[src/rtl/core/fsa_pkg.sv]
// Shared constants and control types for the free list slot allocator.
package fsa_pkg;

  // Default pool size, fixed field widths and reset slot count.
  localparam int DEFAULT_POOL_DEPTH = 64;
  localparam int IDX_W              = 6;
  localparam int CFG_W              = 7;
  localparam int RESET_SLOT_COUNT   = 64;

  // Request codes.
  localparam logic CMD_ALLOC   = 1'b0;
  localparam logic CMD_RELEASE = 1'b1;

  // Commands from the controller to the datapath.
  typedef struct packed {
    logic rebuild;  // load slot count, reset head and restart the ring sweep
    logic sweep;    // write one ring entry and advance the sweep counter
    logic accept;   // latch the request and start the memory read
    logic exec;     // apply the request and load the result register
  } ctrl_t;

  // Status from the datapath to the controller.
  typedef struct packed {
    logic sweep_last;  // sweep counter is on the last memory entry
  } status_t;

endpackage

[src/rtl/core/free_list_slot_allocator.sv]
// out_valid rises once the request has passed the EXEC state, which waits for a free output.
// Requests are handled one at a time: a new request is not taken until the last one
// leaves EXEC, as the link memory read must finish before the head pointer updates.
// Reset (rst, synchronous, active high) and every slot_count write start a sweep over
// all POOL_DEPTH entries that rebuilds the ring; in_ready stays low during the sweep.
// Top level of the free list slot allocator.
module free_list_slot_allocator #(
  parameter int POOL_DEPTH = fsa_pkg::DEFAULT_POOL_DEPTH
) (
  input  logic                      clk,
  input  logic                      rst,
  input  logic                      cfg_valid,
  output logic                      cfg_ready,
  input  logic [fsa_pkg::CFG_W-1:0] slot_count,
  input  logic                      in_valid,
  output logic                      in_ready,
  input  logic                      command,
  input  logic [fsa_pkg::IDX_W-1:0] release_index,
  output logic                      out_valid,
  input  logic                      out_ready,
  output logic                      ok,
  output logic [fsa_pkg::IDX_W-1:0] slot_index
);

  fsa_pkg::ctrl_t   ctrl;
  fsa_pkg::status_t status;

  // Control sequencing.
  fsa_controller u_controller (
    .clk       (clk),
    .rst       (rst),
    .cfg_valid (cfg_valid),
    .cfg_ready (cfg_ready),
    .in_valid  (in_valid),
    .in_ready  (in_ready),
    .out_valid (out_valid),
    .out_ready (out_ready),
    .ctrl      (ctrl),
    .status    (status)
  );

  // Storage and request datapath.
  fsa_datapath #(
    .POOL_DEPTH (POOL_DEPTH)
  ) u_datapath (
    .clk           (clk),
    .rst           (rst),
    .ctrl          (ctrl),
    .status        (status),
    .cfg_data      (slot_count),
    .command       (command),
    .release_index (release_index),
    .ok            (ok),
    .slot_index    (slot_index)
  );

endmodule

[src/rtl/core/fsa_ram.sv]
// Generic single write port, single read port RAM with registered read.
module fsa_ram #(
  parameter int WIDTH = 8,
  parameter int DEPTH = 64
) (
  input  logic                     clk,
  input  logic                     wr_en,
  input  logic [$clog2(DEPTH)-1:0] wr_addr,
  input  logic [WIDTH-1:0]         wr_data,
  input  logic                     rd_en,
  input  logic [$clog2(DEPTH)-1:0] rd_addr,
  output logic [WIDTH-1:0]         rd_data
);

  logic [WIDTH-1:0] mem [DEPTH];

  // Write port.
  always_ff @(posedge clk) begin
    if (wr_en) begin
      mem[wr_addr] <= wr_data;
    end
  end

  // Registered read port; data holds while no read is issued.
  always_ff @(posedge clk) begin
    if (rd_en) begin
      rd_data <= mem[rd_addr];
    end
  end

endmodule

[src/rtl/core/fsa_datapath.sv]
// Datapath: slot count, head pointer, ring sweep, link memory and result register.
module fsa_datapath #(
  parameter int POOL_DEPTH = fsa_pkg::DEFAULT_POOL_DEPTH
) (
  input  logic                      clk,
  input  logic                      rst,
  input  fsa_pkg::ctrl_t            ctrl,
  output fsa_pkg::status_t          status,
  input  logic [fsa_pkg::CFG_W-1:0] cfg_data,
  input  logic                      command,
  input  logic [fsa_pkg::IDX_W-1:0] release_index,
  output logic                      ok,
  output logic [fsa_pkg::IDX_W-1:0] slot_index
);

  localparam int SLOT_W = $clog2(POOL_DEPTH);
  localparam int CNT_W  = SLOT_W + 1;
  localparam int CMP_W  = (CNT_W > fsa_pkg::CFG_W) ? CNT_W : fsa_pkg::CFG_W;
  localparam int MEM_W  = SLOT_W + 1;
  localparam int RST_COUNT = (fsa_pkg::RESET_SLOT_COUNT > POOL_DEPTH) ?
                             POOL_DEPTH : fsa_pkg::RESET_SLOT_COUNT;

  logic [CNT_W-1:0]          slot_count;
  logic [SLOT_W-1:0]         head;
  logic [SLOT_W-1:0]         sweep_idx;
  logic                      req_cmd;
  logic [fsa_pkg::IDX_W-1:0] req_idx;

  logic [CMP_W-1:0]  cfg_wide;
  logic [CMP_W-1:0]  cfg_sat;
  logic [CNT_W-1:0]  sweep_next;
  logic [SLOT_W-1:0] ring_link;
  logic [CMP_W-1:0]  in_idx_wide;
  logic [CMP_W-1:0]  req_idx_wide;
  logic [SLOT_W-1:0] req_slot;
  logic              req_in_range;
  logic              rd_free;
  logic [SLOT_W-1:0] rd_link;
  logic              alloc_ok;
  logic              op_ok;
  logic              wr_en;
  logic [SLOT_W-1:0] wr_addr;
  logic [MEM_W-1:0]  wr_data;
  logic              rd_en;
  logic [SLOT_W-1:0] rd_addr;
  logic [MEM_W-1:0]  rd_data;

  // Written slot count: zero acts as one, and it saturates at the pool depth.
  always_comb begin
    cfg_wide = CMP_W'(cfg_data);
    if (cfg_wide == '0) begin
      cfg_sat = CMP_W'(1);
    end else if (cfg_wide > CMP_W'(POOL_DEPTH)) begin
      cfg_sat = CMP_W'(POOL_DEPTH);
    end else begin
      cfg_sat = cfg_wide;
    end
  end

  // Ring entry for the sweep: slot i links to i+1, wrapping at the slot count.
  assign sweep_next = CNT_W'(sweep_idx) + CNT_W'(1);
  assign ring_link  = (sweep_next >= slot_count) ? '0 : sweep_next[SLOT_W-1:0];
  assign status.sweep_last = (sweep_idx == SLOT_W'(POOL_DEPTH - 1));

  // Request decode against the latched release index.
  assign in_idx_wide  = CMP_W'(release_index);
  assign req_idx_wide = CMP_W'(req_idx);
  assign req_slot     = req_idx_wide[SLOT_W-1:0];
  assign req_in_range = (req_idx_wide < CMP_W'(slot_count));
  assign rd_free      = rd_data[SLOT_W];
  assign rd_link      = rd_data[SLOT_W-1:0];
  assign alloc_ok     = rd_free && (CNT_W'(head) < slot_count);
  assign op_ok        = (req_cmd == fsa_pkg::CMD_ALLOC) ? alloc_ok : req_in_range;

  // Memory read: the head entry for an allocate, the released entry otherwise.
  assign rd_en   = ctrl.accept;
  assign rd_addr = (command == fsa_pkg::CMD_RELEASE) ? in_idx_wide[SLOT_W-1:0] : head;

  // Memory write: ring sweep, or the entry touched by the request.
  always_comb begin
    wr_en   = 1'b0;
    wr_addr = sweep_idx;
    wr_data = {1'b1, ring_link};
    if (ctrl.sweep) begin
      wr_en = 1'b1;
    end else if (ctrl.exec && op_ok) begin
      wr_en = 1'b1;
      if (req_cmd == fsa_pkg::CMD_ALLOC) begin
        wr_addr = head;
        wr_data = {1'b0, rd_link};
      end else begin
        wr_addr = req_slot;
        wr_data = {1'b1, (head == req_slot) ? rd_link : head};
      end
    end
  end

  fsa_ram #(
    .WIDTH (MEM_W),
    .DEPTH (POOL_DEPTH)
  ) u_link_ram (
    .clk     (clk),
    .wr_en   (wr_en),
    .wr_addr (wr_addr),
    .wr_data (wr_data),
    .rd_en   (rd_en),
    .rd_addr (rd_addr),
    .rd_data (rd_data)
  );

  // Slot count, head pointer and sweep counter.
  always_ff @(posedge clk) begin
    if (rst) begin
      slot_count <= CNT_W'(RST_COUNT);
      head       <= '0;
      sweep_idx  <= '0;
    end else if (ctrl.rebuild) begin
      slot_count <= cfg_sat[CNT_W-1:0];
      head       <= '0;
      sweep_idx  <= '0;
    end else begin
      if (ctrl.sweep) begin
        sweep_idx <= sweep_idx + SLOT_W'(1);
      end
      if (ctrl.exec && op_ok) begin
        if (req_cmd == fsa_pkg::CMD_ALLOC) begin
          head <= rd_link;
        end else begin
          head <= req_slot;
        end
      end
    end
  end

  // Request latch.
  always_ff @(posedge clk) begin
    if (ctrl.accept) begin
      req_cmd <= command;
      req_idx <= release_index;
    end
  end

  // Result register.
  always_ff @(posedge clk) begin
    if (ctrl.exec) begin
      ok <= op_ok;
      if (req_cmd == fsa_pkg::CMD_RELEASE) begin
        slot_index <= req_idx;
      end else if (alloc_ok) begin
        slot_index <= fsa_pkg::IDX_W'(head);
      end else begin
        slot_index <= '0;
      end
    end
  end

endmodule

[src/rtl/core/fsa_controller.sv]
// Controller: sequences the ring sweep, request handling and result handshake.
module fsa_controller (
  input  logic             clk,
  input  logic             rst,
  input  logic             cfg_valid,
  output logic             cfg_ready,
  input  logic             in_valid,
  output logic             in_ready,
  output logic             out_valid,
  input  logic             out_ready,
  output fsa_pkg::ctrl_t   ctrl,
  input  fsa_pkg::status_t status
);

  typedef enum logic [2:0] {
    ST_CLEAR = 3'b001,
    ST_IDLE  = 3'b010,
    ST_EXEC  = 3'b100
  } state_t;

  state_t state;
  state_t state_next;
  logic   out_free;

  // A slot count write waits for a request in progress, and it takes
  // priority over a request offered in the same cycle.
  assign cfg_ready = (state != ST_EXEC);
  assign in_ready  = (state == ST_IDLE) && !cfg_valid;
  assign out_free  = !out_valid || out_ready;

  // Next state and datapath commands.
  always_comb begin
    state_next   = state;
    ctrl.rebuild = 1'b0;
    ctrl.sweep   = 1'b0;
    ctrl.accept  = 1'b0;
    ctrl.exec    = 1'b0;
    case (state)
      ST_CLEAR: begin
        ctrl.sweep = 1'b1;
        if (status.sweep_last) begin
          state_next = ST_IDLE;
        end
      end
      ST_IDLE: begin
        if (in_valid) begin
          ctrl.accept = 1'b1;
          state_next  = ST_EXEC;
        end
      end
      ST_EXEC: begin
        if (out_free) begin
          ctrl.exec  = 1'b1;
          state_next = ST_IDLE;
        end
      end
      default: begin
        state_next = ST_CLEAR;
      end
    endcase
    // A slot count write rebuilds the ring from the first entry.
    if (cfg_valid && cfg_ready) begin
      ctrl.rebuild = 1'b1;
      ctrl.sweep   = 1'b0;
      ctrl.accept  = 1'b0;
      ctrl.exec    = 1'b0;
      state_next   = ST_CLEAR;
    end
  end

  // State register; reset starts the ring sweep.
  always_ff @(posedge clk) begin
    if (rst) begin
      state <= ST_CLEAR;
    end else begin
      state <= state_next;
    end
  end

  // Result valid: set when a request completes, cleared by an output transfer.
  always_ff @(posedge clk) begin
    if (rst) begin
      out_valid <= 1'b0;
    end else if (ctrl.exec) begin
      out_valid <= 1'b1;
    end else if (out_ready) begin
      out_valid <= 1'b0;
    end
  end

endmodule

[config.mk]
export PLATFORM = sky130hd
export DESIGN_NAME = free_list_slot_allocator
export DESIGN_NICKNAME = d
export VERILOG_FILES = /design/src/rtl/core/fsa_pkg.sv /design/src/rtl/core/free_list_slot_allocator.sv /design/src/rtl/core/fsa_ram.sv /design/src/rtl/core/fsa_datapath.sv /design/src/rtl/core/fsa_controller.sv
export SDC_FILE = /design/constraint.sdc
export NUM_CORES = 1
export LEC_CHECK = 0
export BUFFER_PORTS_ARGS = -buffer_cell sky130_fd_sc_hd__buf_4
export CORE_ASPECT_RATIO = 0.75
export CORE_MARGIN = 2
export CORE_UTILIZATION = 57
export CTS_CLUSTER_DIAMETER = 40
export CTS_CLUSTER_SIZE = 10
export DETAILED_ROUTE_END_ITERATION = 6
export HOLD_SLACK_MARGIN = 0.1
export PLACE_DENSITY_LB_ADDON = 0.1
export SLEW_MARGIN = 20
export SYNTH_ARGS = -nofsm -noshare
export SYNTH_HDL_FRONTEND = slang
export SYNTH_SLANG_ARGS = --single-unit
[constraint.sdc]
create_clock -name clk -period 11.8 [get_ports clk]
set_clock_uncertainty 0.2 [all_clocks]
set_input_delay 1.18 -clock clk [delete_from_list [all_inputs] [get_ports clk]]
set_output_delay 1.18 -clock clk [all_outputs]
set_load 0.02 [all_outputs]
==> flow_summary.toml <==
[status]
status = "finished, final reports clean"

[logic_synthesis]
async_flop_share = 0
ys_ff_latch = 492
seq_area_frac_synth = 0.714
yosysUniqueCellTypes = 57
synth_compound_area_frac = 0.0536
yosys.area_share.adder = 0.0111
synth_top_family_by_area = "simple AND/OR/NAND/NOR gates"
syn-cell-area_um2 = 20400
synthMuxAreaShare = 0.0880
synthSimpleGateAreaFrac = 0.107
avgSynthCellArea_um2 = 15.3
synth_edf_count = 469
synthesis.nets = 1366
synth_ff_type = "edfxtp_1"
synth_xor_area_frac = 0.00516
ys_warn_count = 0
synthCells = 1329

[timing]
final-setup-viol-count = 0
relSlewSlack = 0.224
hold_viol = 0
rsz0062_at_grt = "false"
period_share = 0.357
fin_crit_ps = 4210
max_freq_mhz = 237
tns_ps = 0
slew_viol_final = 0
max_slew.worst_pin.slew_ps = 1160

[place]
dp_hpwl_um = 29900
placed_area_um2 = 21400
gp_congestion = 0.860
io_buffers = 28
dp.cells = 1791

[drt]
ant_nets = 0
first_pass_iters = 6
drt_drc_violations_left = 0
routed-via-count = 12200
drt_wl_total_um = 49900
wl_per_cell_um = 26.8
drt_iter0_markers = 1582
vias_per_cell = 6.55

[setup_path]
cpPeakStageDelay_ps = 940
crit_family = "compound AO/OA/AOI/OAI gates"
path_class = "reg2reg"
critical_path.slowest_cell = "nor3_1"
critical_path.cell_chain = "ha_1 > a21oi_1 > o21ai_0 > a21oi_2 > o21ai_4 > buf_4 > o31a_1 > nor3_1"
reg2reg_depth = 8
worstPathMaxFanout = 36
startpoint = "u_datapath.head[2]"
worst-path-buf-inv = 1
cp_num_cells = 8
r2r-start = "u_datapath.head[2]"
worstPathArrival_ps = 4220
crit_path_end_kind = "register"
rr_endpoint = "u_datapath.u_link_ram.mem[13][6]"
cp-endpoint = "u_datapath.u_link_ram.mem[13][6]"
startpoint_type = "register"
required_ps = 11800
r2r_slack_ps = 7590

[finish]
fillers = 2458
final_area_um2 = 23100
area_delta_synth_final_pct = 13.3
instances_no_fill = 1865
multi_input_area_um2 = 5690
final_util = 0.661
drive_gt1_frac = 0.178
finalNetCount = 1429
layout.area.seq_um2 = 14500

[floorplan]
rows = 59
die_area_um2 = 37300
core-area_um2 = 34900
start_util = 0.583
die_h_um = 168
pin_count = 29
fp.dieW_um = 222

[power_and_ir_drop]
ir_worst_vdd_v = 0.000126
power.density_nw_per_um2 = 156
p_leak_nw = 7.69

[flow_run]
maxCapViolations = 0

[clock_tree]
cts_max_level = 2
root_buffer = "clkbuf_16"
clk_latency_ps = 590
postCtsSetupBuffers = 0
cts_resized = 0
clockBufferDepth = 3
cts_hold_buf = 0
clock-sinks = 492
path_clk_slew_ps = 60
cts_buffers = 56
cts_tree = "done"

[grt]
antenna_found_initial = 1
grt_pass1_vias = 11700
grt.overflow.total = 0
grt_use_total = 0.273
grt_pass1_wl_um = 75000
grt_max_degree = 141

[worst_hold_path]
hp-start = "u_controller.state[0]"
hp-class = "reg2reg"
layout make-up:
cell class              count  share of cell area
flip-flops and latches    492               0.630
multi-input cells         744               0.246
clock buffers              68              0.0650
repair buffers             80              0.0266
well taps                 457              0.0248
clock inverters             5             0.00369
inverters                  18             0.00293
diodes                      1            0.000108
worst reg2reg max path: stages (launching register included):
cell and delay [ps]:
dfxtp_1 610, ha_1 330, a21oi_1 120, o21ai_0 130, a21oi_2 470, o21ai_4 100, buf_4 300, o31a_1 630
nor3_1 940
layout by cell type, fill, tap and decap left out, types with 4 or more instances in the layout:
cell / synthesis / routed
inv_1: 17 / 17
xnor2_1: 6 / 6
o22ai_4: 0 / 7
nor3b_1: 5 / 5
nor3_1: 63 / 49
and4_1: 7 / 7
a21o_1: 8 / 8
o32a_1: 5 / 5
ha_1: 18 / 18
dfxtp_1: 23 / 23
a211oi_1: 8 / 8
or3_1: 4 / 4
nand3_1: 88 / 88
nand4_1: 29 / 29
a22oi_1: 28 / 28
mux4_2: 56 / 56
nand2_1: 202 / 201
a32oi_1: 28 / 28
nor3_2: 0 / 14
xor2_1: 6 / 6
mux2i_1: 41 / 37
nor4_1: 8 / 8
buf_4: 4 / 79
clkbuf_1: 32 / 9
o32ai_2: 1 / 4
nor2_1: 23 / 23
a21oi_1: 25 / 25
mux2_2: 8 / 7
clkbuf_16: 0 / 58
o21ai_0: 7 / 7
nor2b_1: 9 / 9
edfxtp_1: 469 / 469
nand2b_1: 16 / 16
how the worst min path moves through the flow:
stage                                     to  slack [ps]  cells after the start
finish                 u_controller.state[2]         270                      1
global route        u_datapath.slot_count[4]         310                      2
CTS                    u_controller.state[2]         270                      1
detailed placement     u_controller.state[2]         270                      1
global placement       u_controller.state[2]         250                      1
floorplan              u_controller.state[2]         230                      1
cell usage after synthesis, types with 6 or more instances:
cell type  instances  area [um2]
nand3_1           88         440
nor3_1            63         315
mux2_2             8        90.1
nor2b_1            9        56.3
a21oi_1           25         125
xor2_1             6        52.6
mux4_2            56        1260
ha_1              18         225
a21o_1             8        60.1
a32oi_1           28         245
buf_2             31         155
o22ai_1           11        68.8
clkbuf_1          32         120
nor4_1             8        50.1
and4_1             7        61.3
nand2_1          202         758
a211oi_1           8        60.1
edfxtp_1         469       14100
mux2i_1           41         410
inv_1             17        63.8
buf_1              6        22.5
xnor2_1            6        52.6
a22oi_1           28         210
o21ai_0            7        35.0
nor2_1            23        86.3
nand4_1           29         181
nand2b_1          16         100
dfxtp_1           23         460
power breakdown:
| group | internal (mW) | leakage, nW | switching [mW] |
|---|---|---|---|
| sequential | 1.90 | 4.63 | 0.00197 |
| clock | 0.902 | 0.770 | 0.641 |
| combinational | 0.0497 | 2.29 | 0.102 |
layer usage:
metal / GRT usage / share of wire / vias up / wire length [um]
met4: 0.0729 / 0.022 / 0 / 1090
met5: 0 / 0 / - / 0
li1: - / - / 5343 / -
met1: 0.426 / 0.44 / 6169 / 22100
met3: 0.0755 / 0.11 / 85 / 5370
met2: 0.379 / 0.43 / 626 / 21400
state kept, by name, indices dropped and copies added (netlist names):
signal                         flops
u_datapath.slot_index              6
u_datapath.slot_count              7
u_datapath.req_cmd                 1
u_datapath.ok                      1
u_controller.state                 3
u_datapath.sweep_idx               6
u_datapath.head                    6
u_controller.out_valid             1
u_datapath.u_link_ram.rd_data      7
u_datapath.u_link_ram.mem        448
u_datapath.req_idx                 6
logic make-up (layout without fill, tap and decap cells):
| logic type | after synthesis | after routing |
|---|---|---|
| DFF | 492 | 492 |
| xor gates and xnor gates | 12 | 12 |
| and+or+nand+nor | 463 | 463 |
| AOI/OAI and AO/OA | 144 | 144 |
| buffers and inverters | 93 | 171 |
| adders and majority gates | 18 | 18 |
| other | 0 | 1 |
| muxes | 107 | 107 |
stage by stage:
stage | power, mW | hold WS (ps) | setup WS (ps)
after floorplan | 2.03 | 232 | 7190
after global placement | 2.09 | 250 | 7240
after detailed placement | 2.09 | 267 | 7220
after CTS | 3.61 | 275 | 7520
after global routing | 3.69 | 308 | 7300
final | 3.60 | 271 | 7590
Power figures use the tool's default switching activity.
